## src/rtl/lrs_pkg.sv

```systemverilog
// Shared types, constants and helper functions for the link rate selector.
package lrs_pkg;

    // Rate table geometry and field widths
    localparam int ENTRY_COUNT = 4;
    localparam int IDX_W       = 2;
    localparam int CNT_W       = 32;
    localparam int PCT_W       = 7;
    localparam int MCS_W       = 4;
    localparam int KBPS_W      = 18;
    localparam int SNR_W       = 8;
    localparam int WIN_W       = 16;
    localparam int PROD_W      = CNT_W + KBPS_W;

    // Port widths
    localparam int S_TDATA_W   = 48;
    localparam int S_TUSER_W   = 2;
    localparam int M_TDATA_W   = 96;
    localparam int CFG_IDX_W   = 3;
    localparam int CFG_DATA_W  = 16;

    // Scale for the error percent
    localparam logic [PCT_W-1:0] PCT_SCALE = 7'd100;

    // Register reset values
    localparam logic [PCT_W-1:0]        PER_LIMIT_RST = 7'd50;
    localparam logic signed [SNR_W-1:0] SNR_FLOOR_RST = 8'sd5;
    localparam logic signed [SNR_W-1:0] SNR_QAM64_RST = 8'sd25;
    localparam logic signed [SNR_W-1:0] SNR_QAM1K_RST = 8'sd32;
    localparam logic signed [SNR_W-1:0] SNR_QAM4K_RST = 8'sd38;
    localparam logic [WIN_W-1:0]        WINDOW_MS_RST = 16'd1000;

    // Command codes carried in s_tuser
    typedef enum logic [1:0] {
        CMD_TX_REPORT = 2'd0,
        CMD_RATE_REQ  = 2'd1,
        CMD_TICK      = 2'd2,
        CMD_NOP       = 2'd3
    } cmd_t;

    // Configuration register indexes
    typedef enum logic [CFG_IDX_W-1:0] {
        REG_PER_LIMIT = 3'd0,
        REG_SNR_FLOOR = 3'd1,
        REG_SNR_QAM64 = 3'd2,
        REG_SNR_QAM1K = 3'd3,
        REG_SNR_QAM4K = 3'd4,
        REG_WINDOW_MS = 3'd5
    } cfg_reg_t;

    // Sequencer states
    typedef enum logic [3:0] {
        ST_IDLE,
        ST_UPDATE,
        ST_PCT_MUL,
        ST_PCT_GO,
        ST_PCT_WAIT,
        ST_TP_MUL,
        ST_TP_GO,
        ST_TP_WAIT,
        ST_SCAN,
        ST_SCAN_END,
        ST_MAINT,
        ST_EMIT
    } state_t;

    // Status from the shared divider
    typedef struct packed {
        logic done;
        logic sat;
    } div_stat_t;

    // MCS of each table entry
    function automatic logic [MCS_W-1:0] entry_mcs(input logic [IDX_W-1:0] idx);
        logic [MCS_W-1:0] mcs;
        case (idx)
            2'd0:    mcs = 4'd0;
            2'd1:    mcs = 4'd7;
            2'd2:    mcs = 4'd11;
            default: mcs = 4'd13;
        endcase
        return mcs;
    endfunction

    // Nominal PHY rate of each table entry in kbps
    function automatic logic [KBPS_W-1:0] entry_kbps(input logic [IDX_W-1:0] idx);
        logic [KBPS_W-1:0] kbps;
        case (idx)
            2'd0:    kbps = 18'd6000;
            2'd1:    kbps = 18'd65000;
            2'd2:    kbps = 18'd143400;
            default: kbps = 18'd172100;
        endcase
        return kbps;
    endfunction

    // Saturating increment
    function automatic logic [CNT_W-1:0] sat_inc(input logic [CNT_W-1:0] v);
        return (&v) ? v : v + CNT_W'(1);
    endfunction

endpackage

```

## src/rtl/lrs_div.sv

```systemverilog
// Shared restoring divider, one quotient bit per cycle, saturating at 32 bits.
module lrs_div (
    input  logic                          aclk,
    input  logic                          aresetn,
    input  logic                          start,
    input  logic [lrs_pkg::PROD_W-1:0]    dividend,
    input  logic [lrs_pkg::CNT_W-1:0]     divisor,
    output logic [lrs_pkg::CNT_W-1:0]     quotient,
    output lrs_pkg::div_stat_t            stat
);

    localparam int CW     = lrs_pkg::CNT_W;
    localparam int STEP_W = $clog2(CW + 1);

    logic              busy_reg;
    logic              done_reg;
    logic              sat_reg;
    logic [STEP_W-1:0] step_reg;
    logic [CW-1:0]     rem_reg;
    logic [CW-1:0]     quo_reg;
    logic [CW-1:0]     dvs_reg;

    logic [CW-1:0]     hi_part;
    logic [CW:0]       trial;
    logic [CW+1:0]     diff;
    logic              fits;

    // Upper dividend bits form the starting remainder
    assign hi_part = CW'(dividend[lrs_pkg::PROD_W-1:CW]);
    assign trial   = {rem_reg, quo_reg[CW-1]};
    assign diff    = {1'b0, trial} - {2'b00, dvs_reg};
    assign fits    = ~diff[CW+1];

    // Sequence the 32 steps; a quotient of 2^32 or more saturates at once
    always_ff @(posedge aclk) begin
        if (!aresetn) begin
            busy_reg <= 1'b0;
            done_reg <= 1'b0;
            sat_reg  <= 1'b0;
            step_reg <= '0;
        end else begin
            done_reg <= 1'b0;
            if (start) begin
                if (hi_part >= divisor) begin
                    sat_reg  <= 1'b1;
                    done_reg <= 1'b1;
                    busy_reg <= 1'b0;
                end else begin
                    sat_reg  <= 1'b0;
                    busy_reg <= 1'b1;
                    step_reg <= STEP_W'(CW);
                end
            end else if (busy_reg) begin
                step_reg <= step_reg - STEP_W'(1);
                if (step_reg == STEP_W'(1)) begin
                    busy_reg <= 1'b0;
                    done_reg <= 1'b1;
                end
            end
        end
    end

    // Shift and subtract
    always_ff @(posedge aclk) begin
        if (start) begin
            rem_reg <= hi_part;
            quo_reg <= dividend[CW-1:0];
            dvs_reg <= divisor;
        end else if (busy_reg) begin
            rem_reg <= fits ? diff[CW-1:0] : trial[CW-1:0];
            quo_reg <= {quo_reg[CW-2:0], fits};
        end
    end

    assign quotient  = quo_reg;
    assign stat.done = done_reg;
    assign stat.sat  = sat_reg;

endmodule

```

## src/rtl/link_rate_selector_top.sv

```systemverilog
// Top level of the link rate selector: entry statistics, sequencer and result register.
// Usage:
//   The slave channel takes one command beat: s_tuser holds the command
//   (transmit report, rate request, maintenance tick, or no operation), and
//   s_tdata holds the success flag, the measured SNR and the time in ms.
//   Every command yields exactly one master beat that describes the current
//   rate entry after the command. Config goes over cfg_valid, cfg_index, cfg_data,
//   always ready; the user writes only while no command is in flight (not enforced).
// Timing:
//   A transmit report runs from acceptance to m_tvalid through two divisions
//   in turn on the shared divider, one quotient bit per cycle, each after a
//   multiply; a saturating throughput ends its division early. With no successes
//   or no elapsed time the second division is skipped. A rate request scans
//   every entry, a maintenance tick sweeps every entry and a no-op goes straight
//   to the result. s_tready is high only while the sequencer is idle, so the
//   next command is taken from the cycle m_tvalid rises.
// Reset:
//   aresetn low clears all statistics, the current entry (MCS 0), the switch
//   counter, and loads the register defaults.
// Stall:
//   A finished result waits in the output register; the next command is still
//   accepted, and its own result waits until the master side takes the first.
module link_rate_selector_top (
    input  logic                              aclk,
    input  logic                              aresetn,
    // Command channel
    input  logic                              s_tvalid,
    output logic                              s_tready,
    // s_tdata from bit 0: success[0], snr_db[8:1], now_ms[40:9], zero pad
    input  logic [lrs_pkg::S_TDATA_W-1:0]     s_tdata,
    // s_tuser from bit 0: command[1:0]
    input  logic [lrs_pkg::S_TUSER_W-1:0]     s_tuser,
    // Result channel
    output logic                              m_tvalid,
    input  logic                              m_tready,
    // m_tdata from bit 0: rate_index[1:0], mcs[5:2], nominal kbps[23:6],
    // error_percent[30:24], throughput_est[62:31], rate_switches[94:63], pad
    output logic [lrs_pkg::M_TDATA_W-1:0]     m_tdata,
    // Configuration write channel
    input  logic                              cfg_valid,
    output logic                              cfg_ready,
    input  logic [lrs_pkg::CFG_IDX_W-1:0]     cfg_index,
    input  logic [lrs_pkg::CFG_DATA_W-1:0]    cfg_data
);

    localparam int NE  = lrs_pkg::ENTRY_COUNT;
    localparam int IW  = lrs_pkg::IDX_W;
    localparam int CW  = lrs_pkg::CNT_W;
    localparam int PW  = lrs_pkg::PCT_W;
    localparam int SW  = lrs_pkg::SNR_W;
    localparam int LAST_IDX = NE - 1;

    // Configuration registers
    logic [PW-1:0]                    per_limit_reg;
    logic signed [SW-1:0]             snr_floor_reg;
    logic signed [SW-1:0]             snr_qam64_reg;
    logic signed [SW-1:0]             snr_qam1k_reg;
    logic signed [SW-1:0]             snr_qam4k_reg;
    logic [lrs_pkg::WIN_W-1:0]        window_ms_reg;

    // Entry statistics
    logic [CW-1:0] att_reg  [NE];
    logic [CW-1:0] suc_reg  [NE];
    logic [CW-1:0] fail_reg [NE];
    logic [PW-1:0] pct_reg  [NE];
    logic [CW-1:0] tp_reg   [NE];
    logic [CW-1:0] ws_reg   [NE];

    logic [IW-1:0] cur_reg;
    logic [CW-1:0] switch_cnt_reg;

    // Sequencer
    lrs_pkg::state_t state_reg, state_next;
    logic [IW-1:0]   idx_reg;
    logic [IW-1:0]   best_idx_reg;
    logic [CW-1:0]   best_tp_reg;

    // Latched command
    logic                  ok_reg;
    logic signed [SW-1:0]  snr_reg;
    logic [CW-1:0]         now_reg;

    // Shared multiply and divide
    logic [lrs_pkg::PROD_W-1:0] prod_reg;
    logic [CW-1:0]              mul_a;
    logic [lrs_pkg::KBPS_W-1:0] mul_b;
    logic [CW-1:0]              div_dvs;
    logic [CW-1:0]              div_quo;
    lrs_pkg::div_stat_t         div_stat;

    // Output register
    logic                          m_tvalid_reg;
    logic [lrs_pkg::M_TDATA_W-1:0] m_tdata_reg;

    // Control strobes
    logic load_item, upd_cnt, mul_en, div_start;
    logic pct_wr, tp_wr, scan_step, scan_end, maint_step, emit_load;

    // Entry read port
    logic [IW-1:0] rd_idx;
    logic [CW-1:0] att_rd, suc_rd, fail_rd, tp_rd, ws_rd;
    logic [PW-1:0] pct_rd;
    logic [CW-1:0] age;
    logic          snr_ok;
    logic          qualify;
    logic          out_free;
    lrs_pkg::cmd_t cmd_in;

    assign cmd_in   = lrs_pkg::cmd_t'(s_tuser);
    assign out_free = !m_tvalid_reg || m_tready;

    // Select the entry: scan index during sweeps, current entry otherwise
    assign rd_idx  = (state_reg == lrs_pkg::ST_SCAN || state_reg == lrs_pkg::ST_MAINT)
                     ? idx_reg : cur_reg;
    assign att_rd  = att_reg[rd_idx];
    assign suc_rd  = suc_reg[rd_idx];
    assign fail_rd = fail_reg[rd_idx];
    assign pct_rd  = pct_reg[rd_idx];
    assign tp_rd   = tp_reg[rd_idx];
    assign ws_rd   = ws_reg[rd_idx];
    assign age     = now_reg - ws_rd;

    // SNR thresholds per entry
    always_comb begin
        case (rd_idx)
            2'd1:    snr_ok = (snr_reg >= snr_qam64_reg);
            2'd2:    snr_ok = (snr_reg >= snr_qam1k_reg);
            2'd3:    snr_ok = (snr_reg >= snr_qam4k_reg);
            default: snr_ok = 1'b1;
        endcase
    end
    assign qualify = (pct_rd <= per_limit_reg) && (snr_reg >= snr_floor_reg) && snr_ok;

    // Operand selection for the shared multiplier and divider
    assign mul_a   = (state_reg == lrs_pkg::ST_PCT_MUL) ? fail_rd : suc_rd;
    assign mul_b   = (state_reg == lrs_pkg::ST_PCT_MUL)
                     ? lrs_pkg::KBPS_W'(lrs_pkg::PCT_SCALE) : lrs_pkg::entry_kbps(cur_reg);
    assign div_dvs = (state_reg == lrs_pkg::ST_PCT_GO) ? att_rd : age;

    lrs_div u_div (
        .aclk     (aclk),
        .aresetn  (aresetn),
        .start    (div_start),
        .dividend (prod_reg),
        .divisor  (div_dvs),
        .quotient (div_quo),
        .stat     (div_stat)
    );

    // Next state
    always_comb begin
        state_next = state_reg;
        unique case (state_reg)
            lrs_pkg::ST_IDLE: begin
                if (s_tvalid) begin
                    unique case (cmd_in)
                        lrs_pkg::CMD_TX_REPORT: state_next = lrs_pkg::ST_UPDATE;
                        lrs_pkg::CMD_RATE_REQ:  state_next = lrs_pkg::ST_SCAN;
                        lrs_pkg::CMD_TICK:      state_next = lrs_pkg::ST_MAINT;
                        default:                state_next = lrs_pkg::ST_EMIT;
                    endcase
                end
            end
            lrs_pkg::ST_UPDATE:  state_next = lrs_pkg::ST_PCT_MUL;
            lrs_pkg::ST_PCT_MUL: state_next = lrs_pkg::ST_PCT_GO;
            lrs_pkg::ST_PCT_GO:  state_next = lrs_pkg::ST_PCT_WAIT;
            lrs_pkg::ST_PCT_WAIT: begin
                if (div_stat.done) begin
                    state_next = (suc_rd != '0 && age != '0)
                                 ? lrs_pkg::ST_TP_MUL : lrs_pkg::ST_EMIT;
                end
            end
            lrs_pkg::ST_TP_MUL:  state_next = lrs_pkg::ST_TP_GO;
            lrs_pkg::ST_TP_GO:   state_next = lrs_pkg::ST_TP_WAIT;
            lrs_pkg::ST_TP_WAIT: begin
                if (div_stat.done) begin
                    state_next = lrs_pkg::ST_EMIT;
                end
            end
            lrs_pkg::ST_SCAN: begin
                if (idx_reg == IW'(LAST_IDX)) begin
                    state_next = lrs_pkg::ST_SCAN_END;
                end
            end
            lrs_pkg::ST_SCAN_END: state_next = lrs_pkg::ST_EMIT;
            lrs_pkg::ST_MAINT: begin
                if (idx_reg == IW'(LAST_IDX)) begin
                    state_next = lrs_pkg::ST_EMIT;
                end
            end
            lrs_pkg::ST_EMIT: begin
                if (out_free) begin
                    state_next = lrs_pkg::ST_IDLE;
                end
            end
            default: state_next = lrs_pkg::ST_IDLE;
        endcase
    end

    // Control strobes per state
    always_comb begin
        s_tready   = 1'b0;
        load_item  = 1'b0;
        upd_cnt    = 1'b0;
        mul_en     = 1'b0;
        div_start  = 1'b0;
        pct_wr     = 1'b0;
        tp_wr      = 1'b0;
        scan_step  = 1'b0;
        scan_end   = 1'b0;
        maint_step = 1'b0;
        emit_load  = 1'b0;
        unique case (state_reg)
            lrs_pkg::ST_IDLE: begin
                s_tready  = 1'b1;
                load_item = s_tvalid;
            end
            lrs_pkg::ST_UPDATE:   upd_cnt    = 1'b1;
            lrs_pkg::ST_PCT_MUL:  mul_en     = 1'b1;
            lrs_pkg::ST_PCT_GO:   div_start  = 1'b1;
            lrs_pkg::ST_PCT_WAIT: pct_wr     = div_stat.done;
            lrs_pkg::ST_TP_MUL:   mul_en     = 1'b1;
            lrs_pkg::ST_TP_GO:    div_start  = 1'b1;
            lrs_pkg::ST_TP_WAIT:  tp_wr      = div_stat.done;
            lrs_pkg::ST_SCAN:     scan_step  = 1'b1;
            lrs_pkg::ST_SCAN_END: scan_end   = 1'b1;
            lrs_pkg::ST_MAINT:    maint_step = 1'b1;
            lrs_pkg::ST_EMIT:     emit_load  = out_free;
            default: ;
        endcase
    end

    // Advance the sequencer
    always_ff @(posedge aclk) begin
        if (!aresetn) begin
            state_reg <= lrs_pkg::ST_IDLE;
        end else begin
            state_reg <= state_next;
        end
    end

    // Write configuration registers
    assign cfg_ready = 1'b1;
    always_ff @(posedge aclk) begin
        if (!aresetn) begin
            per_limit_reg <= lrs_pkg::PER_LIMIT_RST;
            snr_floor_reg <= lrs_pkg::SNR_FLOOR_RST;
            snr_qam64_reg <= lrs_pkg::SNR_QAM64_RST;
            snr_qam1k_reg <= lrs_pkg::SNR_QAM1K_RST;
            snr_qam4k_reg <= lrs_pkg::SNR_QAM4K_RST;
            window_ms_reg <= lrs_pkg::WINDOW_MS_RST;
        end else if (cfg_valid) begin
            unique case (lrs_pkg::cfg_reg_t'(cfg_index))
                lrs_pkg::REG_PER_LIMIT: per_limit_reg <= cfg_data[PW-1:0];
                lrs_pkg::REG_SNR_FLOOR: snr_floor_reg <= cfg_data[SW-1:0];
                lrs_pkg::REG_SNR_QAM64: snr_qam64_reg <= cfg_data[SW-1:0];
                lrs_pkg::REG_SNR_QAM1K: snr_qam1k_reg <= cfg_data[SW-1:0];
                lrs_pkg::REG_SNR_QAM4K: snr_qam4k_reg <= cfg_data[SW-1:0];
                lrs_pkg::REG_WINDOW_MS: window_ms_reg <= cfg_data;
                default: ;
            endcase
        end
    end

    // Latch the command beat and run the shared multiplier
    always_ff @(posedge aclk) begin
        if (load_item) begin
            ok_reg  <= s_tdata[0];
            snr_reg <= s_tdata[SW:1];
            now_reg <= s_tdata[SW+CW:SW+1];
        end
        if (mul_en) begin
            prod_reg <= lrs_pkg::PROD_W'(mul_a) * lrs_pkg::PROD_W'(mul_b);
        end
    end

    // Update entry statistics, scan and sweep
    always_ff @(posedge aclk) begin
        if (!aresetn) begin
            for (int i = 0; i < NE; i++) begin
                att_reg[i]  <= '0;
                suc_reg[i]  <= '0;
                fail_reg[i] <= '0;
                pct_reg[i]  <= '0;
                tp_reg[i]   <= '0;
                ws_reg[i]   <= '0;
            end
            cur_reg        <= '0;
            switch_cnt_reg <= '0;
            idx_reg        <= '0;
            best_idx_reg   <= '0;
            best_tp_reg    <= '0;
        end else begin
            if (load_item) begin
                idx_reg      <= '0;
                best_idx_reg <= cur_reg;
                best_tp_reg  <= '0;
            end
            // Count the attempt and its outcome
            if (upd_cnt) begin
                att_reg[cur_reg] <= lrs_pkg::sat_inc(att_rd);
                if (ok_reg) begin
                    suc_reg[cur_reg] <= lrs_pkg::sat_inc(suc_rd);
                end else begin
                    fail_reg[cur_reg] <= lrs_pkg::sat_inc(fail_rd);
                end
            end
            if (pct_wr) begin
                pct_reg[cur_reg] <= div_quo[PW-1:0];
            end
            if (tp_wr) begin
                tp_reg[cur_reg] <= div_stat.sat ? '1 : div_quo;
            end
            // Keep the best qualifying entry; ties keep the earlier one
            if (scan_step) begin
                if (qualify && tp_rd > best_tp_reg) begin
                    best_tp_reg  <= tp_rd;
                    best_idx_reg <= idx_reg;
                end
                idx_reg <= idx_reg + IW'(1);
            end
            if (scan_end && best_idx_reg != cur_reg) begin
                cur_reg        <= best_idx_reg;
                switch_cnt_reg <= lrs_pkg::sat_inc(switch_cnt_reg);
            end
            // Drop entries whose window has aged out
            if (maint_step) begin
                if (age > CW'(window_ms_reg)) begin
                    att_reg[idx_reg]  <= '0;
                    suc_reg[idx_reg]  <= '0;
                    fail_reg[idx_reg] <= '0;
                    pct_reg[idx_reg]  <= '0;
                    tp_reg[idx_reg]   <= '0;
                    ws_reg[idx_reg]   <= now_reg;
                end
                idx_reg <= idx_reg + IW'(1);
            end
        end
    end

    // Hold the result beat until taken
    always_ff @(posedge aclk) begin
        if (!aresetn) begin
            m_tvalid_reg <= 1'b0;
        end else if (emit_load) begin
            m_tvalid_reg <= 1'b1;
        end else if (m_tready) begin
            m_tvalid_reg <= 1'b0;
        end
    end

    always_ff @(posedge aclk) begin
        if (emit_load) begin
            m_tdata_reg <= {1'b0, switch_cnt_reg, tp_rd, pct_rd,
                            lrs_pkg::entry_kbps(cur_reg), lrs_pkg::entry_mcs(cur_reg),
                            cur_reg};
        end
    end

    assign m_tvalid = m_tvalid_reg;
    assign m_tdata  = m_tdata_reg;

    // Divider reports only while a division is awaited
    assert property (@(posedge aclk) disable iff (!aresetn)
        div_stat.done |-> (state_reg == lrs_pkg::ST_PCT_WAIT ||
                           state_reg == lrs_pkg::ST_TP_WAIT))
        else $error("divider finished outside a wait state");

    // Current entry moves only at the end of a rate scan
    assert property (@(posedge aclk) disable iff (!aresetn)
        !$stable(cur_reg) |-> $past(state_reg) == lrs_pkg::ST_SCAN_END)
        else $error("current entry changed outside a rate scan");

    // Switch counter never goes backward
    assert property (@(posedge aclk) disable iff (!aresetn)
        switch_cnt_reg >= $past(switch_cnt_reg))
        else $error("switch counter decreased");

    // Error percent shown is never above one hundred
    assert property (@(posedge aclk) disable iff (!aresetn)
        state_reg == lrs_pkg::ST_EMIT |-> pct_rd <= lrs_pkg::PCT_SCALE)
        else $error("error percent out of range");

endmodule
```

## config.mk

```make
export PLATFORM = sky130hd
export DESIGN_NAME = link_rate_selector_top
export DESIGN_NICKNAME = d
export VERILOG_FILES = /design/src/rtl/lrs_pkg.sv /design/src/rtl/lrs_div.sv /design/src/rtl/link_rate_selector_top.sv
export SDC_FILE = /design/constraint.sdc
export NUM_CORES = 2
export LEC_CHECK = 0
export BUFFER_PORTS_ARGS = -buffer_cell sky130_fd_sc_hd__buf_4
export CAP_MARGIN = 25
export CORE_MARGIN = 3
export CORE_UTILIZATION = 60
export CTS_CLUSTER_DIAMETER = 200
export CTS_CLUSTER_SIZE = 16
export DETAILED_ROUTE_END_ITERATION = 16
export PLACE_DENSITY = 0.77
export SLEW_MARGIN = 40
export SYNTH_ARGS = -nofsm -noshare
export SYNTH_HDL_FRONTEND = slang
export SYNTH_SLANG_ARGS = --single-unit
```

## constraint.sdc

```tcl
create_clock -name aclk -period 10.7 [get_ports aclk]
set_clock_uncertainty 0.05 [all_clocks]
set_input_delay 0.535 -clock aclk [delete_from_list [all_inputs] [get_ports aclk]]
set_output_delay 0.535 -clock aclk [all_outputs]
set_load 0.02 [all_outputs]
```

======== Yosys cells after proc, flatten, opt, wreduce, memory -nomap -nowiden ========
Memory sizes are Yosys's and may differ from the RTL's.
Index checks and enable logic that the tools add are counted.
Widths: inputs -> output; s select.
storage, ports and cells
  register bits ........................... 421
  memory bits (writable) .................. 668
  input port bits ......................... 74
  output and inout port bits .............. 99
  word-level logic and storage cells ...... 240
  memories ................................ 6
operators by class
  add/subtract/negate cells ............... 8
  $mul .................................... 1
  order comparisons ....................... 8
  equality and inequality tests ........... 33
  muxes and demuxes ....................... 113
  bitwise operators ....................... 2
  reduce and logical (&&, ||, !) cells .... 43
memories
  memory    words  bits a word  rd ports  clocked after Yosys merged registers in  write ports  RTL line                      source
  att_reg   4      32           1         0                                        4            link_rate_selector_top.sv:62  logic [CW-1:0] att_reg [NE];
  fail_reg  4      32           1         0                                        4            link_rate_selector_top.sv:64  logic [CW-1:0] fail_reg [NE];
  suc_reg   4      32           1         0                                        4            link_rate_selector_top.sv:63  logic [CW-1:0] suc_reg [NE];
  tp_reg    4      32           1         0                                        4            link_rate_selector_top.sv:66  logic [CW-1:0] tp_reg [NE];
  ws_reg    4      32           1         0                                        4            link_rate_selector_top.sv:67  logic [CW-1:0] ws_reg [NE];
  pct_reg   4      7            1         0                                        4            link_rate_selector_top.sv:65  logic [PW-1:0] pct_reg [NE];
operators by type and width
  kind                   count
  $mux 32                21
  $reduce_or 32->1       9
  $add 32x1->32 const B  4
  $reduce_and 32->1      4
  $reduce_bool 32->1     2
  $mux 1                 54
  $mux 18                3
  $pmux 18 s3            1
  $mul 32x18->50         1
  $pmux 4 s12            1
  $mux 2                 18
  $sub 33x32->34         1
  $ge 18x32->1           1
  $ge 8x8->1             4
  $gt 32x16->1           1
  $gt 32x32->1           1
  $sub 32x32->32         1
  $mux 4                 7
  $pmux 4 s3             2
  $mux 6                 3
  $eq 4x3->1 const B     4
  $eq 4x4->1 const B     4
  $reduce_and 2->1       8
  $mux 7                 2
  27 further kinds       51

======== Longest topological paths before layout ========
An unclocked memory read counts as a cell.
  depth in word-level cells ............... 12
  mapped depth ............................ 39

======== By module ========
A second synthesis with hierarchy kept.
unflattened totals
  cell total of the unflattened synthesis .. 6472
  area total of the unflattened synthesis .. 69786.9 µm²
modules (own cells, without submodules)
  module                  instances  cells an instance  area an instance (µm²)  seq. area each (µm²)
  link_rate_selector_top  1          5858               63342.0                 27826.7
  lrs_div                 1          614                6444.9                  2922.8

======== Worst setup path after synthesis ========
Ideal clock, no wire load.
  kind .................................... register to register
  start ................................... register state_reg[2]
  end ..................................... memory tp_reg[3][0] in the netlist's numbering (enable)
  arrival ................................. 9.122 ns
  data required time ...................... 10.176 ns
  slack ................................... 1.054 ns
  stages on the path, launching flop included .. 27
  clock period less this slack ............ 9.646 ns
  cells stage by stage .................... dfxtp_1 > buf_6 > or3b_1 > buf_6 > a21oi_1 > buf_4 > buf_4 > buf_4 > buf_2 > buf_2 > buf_1 > buf_2 > mux4_2 > inv_1 > ha_1 > buf_2 > a2111oi_0 > o221ai_1 > nor4bb_1 > or2_2 > or2_2 > o311ai_1 > nand4_1 > nor4_4 > a21oi_1 > a21boi_0 > a221oi_1
RTL lines
  element                 RTL line                       source
  start, declared         link_rate_selector_top.sv:73   lrs_pkg::state_t state_reg, state_next;
  start signal, assigned  link_rate_selector_top.sv:236  state_reg <= lrs_pkg::ST_IDLE;
  start signal, assigned  link_rate_selector_top.sv:238  state_reg <= state_next;
  end, declared           link_rate_selector_top.sv:66

======== Worst setup path after layout ========
  start ................................... register idx_reg[0]
  end ..................................... register prod_reg[44] in the netlist's numbering, data pin
between the ends
  cells in the longest elaborated chain, start to end .. 4
  elaborated cells between the ends (all ways) .. 5
  classes of those cells .................. mul (1); mux (2); memory (2)
ends and longest elaborated chain
  element                          RTL line                       source
  start, declared                  link_rate_selector_top.sv:74   logic [IW-1:0] idx_reg;
  start signal, assigned           link_rate_selector_top.sv:320  idx_reg <= idx_reg + IW'(1);
  start signal, assigned           link_rate_selector_top.sv:336  idx_reg <= idx_reg + IW'(1);
  $mux 2 *                         link_rate_selector_top.sv:114  ? idx_reg : cur_reg;
  $mem_v2 4x32 (on tied branches)  --
  $mux 32 *                        link_rate_selector_top.sv:135  assign mul_a = (state_reg == lrs_pkg::ST_PCT_MUL) ? fail_rd : suc_rd;
  $mul 32x18->50 *                 link_rate_selector_top.sv:273  prod_reg <= lrs_pkg::PROD_W'(mul_a) * lrs_pkg::PROD_W'(mul_b);
  end signal, assigned             link_rate_selector_top.sv:273
  end, declared                    link_rate_selector_top.sv:84   logic [lrs_pkg::PROD_W-1:0] prod_reg;
Every way passes the cells marked *; elsewhere a longest branch is shown, timed or not.
A chain may end at the register's enable or synchronous reset.

==> results.yml <==
logic_synthesis:
  synth_top_flop_cell: "edfxtp_1"
  ys_seq_elements: 1075
  ys_top_cells_by_area: "edfxtp_1 40%, fa_1 11%, ha_1 6.8%, mux4_2 5.3%, inv_1 4.9%"
  synth_cells: 6486
  syn_avg_cell_area_um2: 10.6
  ys_types: 98
  syn_area_mm2: 0.0687
  asyncSetResetFlopFracSynth_pct: 0
  synth_top_area_share_pct: 40.3
  ys_warn_count: 0
  seq_area_frac_synth_pct: 44.7
  synth_edf_count: 922
  yosysTopAreaCell: "edfxtp_1"
grt:
  overflow: 0
  grt_usage_pct: 30.5
  grt_pass1_wl_um: 279000
  grt_start_max_net_pins: 100
  antenna_found_initial: 4
  grt_pass1_vias: 49273
clock_tree:
  cts.htree.levels: 3
  tritoncts: "done"
  cts_buffer_depth: 3
  clk_latency_ps: 690
  root_buffer: "clkbuf_16"
  cts_sinks: 1075
  clk_pin_slew_worst_paths_ps: 80
  cts-buffers-inserted: 77
job:
  cap_violations: 0
worst_setup_path:
  worstPathArrival_ps: 10280
  start_kind: "flip-flop"
  crit_path_start: "idx_reg[0]"
  worst_ep_required_time_ps: 11050
  reg2reg_to: "prod_reg[44]"
  r2r-start: "idx_reg[0]"
  cp_max_fo: 21
  cpMostUsedCell: "fa_1"
  critPathMaxStageDelay_ps: 650
  rrSetupSlack_ps: 780
  critPathKind: "reg -> reg"
  crit_path_end_kind: "flip-flop"
  crit_slowest_cell: "mux4_2"
  endpoint: "prod_reg[44]"
  rr_worst_depth: 30
placed_design:
  dp_cells: 7989
  place.gp.congestion: 1.01
  hpwl_um: 132000
  io_buffers: 160
sta:
  final-setup-viol-count: 0
  fin_crit_ps: 9920
  totalNegativeSetupSlack_ps: 0
  rsz0062_at_grt: "false"
  finalCritPeriodShare_pct: 92.7
  fmax_mhz: 101
  worst_slew_pin_slew_ps: 905
  maxSlewViolCount: 0
  max_slew_margin_pct: 39.5
  finalHoldViolations: 0
floorplan:
  fp-row-count: 123
  ios: 173
  dieArea_mm2: 0.119
  core-area_mm2: 0.113
  start_util_pct: 60.8
  die_h_um: 344
  die_w_um: 344
min_path:
  hold_class: "in -> reg"
  hold_start: "s_tdata[40]"
final_layout:
  drive_gt1_share_pct: 9.30
  layout.nets: 7433
  syn_to_final_growth_pct: 8.21
  multi_input_area_mm2: 0.0336
  ff_latch_area_mm2: 0.0308
  layoutNonFillerInstCount: 8149
  fillers: 8649
status:
  status: "finished clean"
routing:
  via_per_inst: 6.02
  drt_iter0_markers: 5015
  drc_errors: 0
  vias: 49051
  wl_per_cell_um: 22.1
  route.antenna.remaining_nets: 0
  drt_first_pass_iters: 7
  wirelength_um: 180000
==> critical path: cells and delay by family, from the launching register on <==
family	cells	cell delay (ps)
fa+ha+maj	7	3280
xor+xnor	1	130
buf+inv	7	750
compound gates	8	2510
mux	1	650
flops	1	590
simple gates	6	1630
==> area by class of cell <==
class	count	area share [%]
Inverter	895	4.52
Timing Repair Buffer	320	3.50
Tap cell	1500	2.52
Clock inverter	8	0.155
Clock buffer	109	2.78
Antenna cell	1	0.00336
Multi-Input combinational cell	4241	45.2
Sequential cell	1075	41.3
==> logic make-up after synthesis <==
| logic type | Yosys count | share of synthesized area (%) |
|---|---|---|
| other | 2 | 0.0109 |
| muxes | 192 | 5.78 |
| and+or+nand+nor | 2215 | 14.3 |
| adders and majority gates | 749 | 17.8 |
| DFF | 1075 | 44.7 |
| buffers and inverters | 1173 | 6.85 |
| AOI/OAI and AO/OA | 866 | 7.81 |
| xor gates and xnor gates | 214 | 2.73 |
==> worst min path at each step <==
stage                        to  slack [ps]  cells after the start
2_1_floorplan  per_limit_reg[2]         390                      2
3_3_place_gp   snr_qam1k_reg[2]         390                      2
3_5_place_dp   per_limit_reg[6]         400                      2
4_1_cts             now_reg[31]           7                      1
5_1_grt             now_reg[31]          20                      1
6_report            now_reg[31]          50                      1
==> per-layer routing <==
layer	routed length (um)	up-vias	global-route usage [%]
li1	-	22232	-
met1	73500	24254	42.8
met2	84400	2268	49.3
met3	17100	297	4.95
met4	5390	0	9.64
met5	0	-	0
==> through the flow <==
stage	utilization, %	hold slack [ps]	setup slack (ps)	cell area (um2)
floorplan	-	386	1050	68800
global placement	63.3	392	1020	71600
detailed placement	63.4	397	886	71700
CTS	65.7	7.15	819	74300
global route	65.8	15.3	372	74400
finish	65.8	48.3	777	74400
==> cell usage in the layout (no fill, tap or decap), types with 130 or more instances in the layout <==
cell type and count:
a21oi_1 296, fa_1 377, mux4_2 162, inv_1 890, buf_4 269, dfxtp_1 151, edfxtp_1 922, xnor2_1 130
nand3_1 142, and2_1 157, o21ai_0 208, nor2_1 744, ha_1 372, nand2_1 793
==> Yosys cell counts, types with 7 or more instances <==
library cell	number
a211o_1	11
a211oi_1	37
a21boi_0	10
a21o_1	79
a21oi_1	298
a31oi_1	26
and2_1	157
and3_1	67
buf_1	19
buf_2	44
buf_4	32
buf_6	16
clkbuf_1	161
dfxtp_1	153
edfxtp_1	922
fa_1	377
ha_1	372
inv_1	893
mux2_2	8
mux2i_1	21
mux4_2	162
nand2_1	793
nand2b_1	31
nand3_1	142
nand4_1	67
nor2_1	752
nor2b_1	18
nor3_1	56
nor4_1	28
o211ai_1	38
o21a_1	31
o21ai_0	210
o21bai_1	28
o22ai_1	10
o31ai_1	7
o41ai_1	7
or2_2	14
or3_1	51
or4_1	7
xnor2_1	131
xor2_1	83
==> timing repair <==
| action | in CTS | in global routing |
|---|---|---|
| endpoints found under the hold margin | 40 | 0 |
| hold buffers | 40 | 0 |
| buffers inserted | 0 | 0 |
| resized for setup | 0 | 0 |
Power is left out: the tool's default activity adds up to more than one toggle a clock period on the data nets, which glitch-free logic cannot reach.
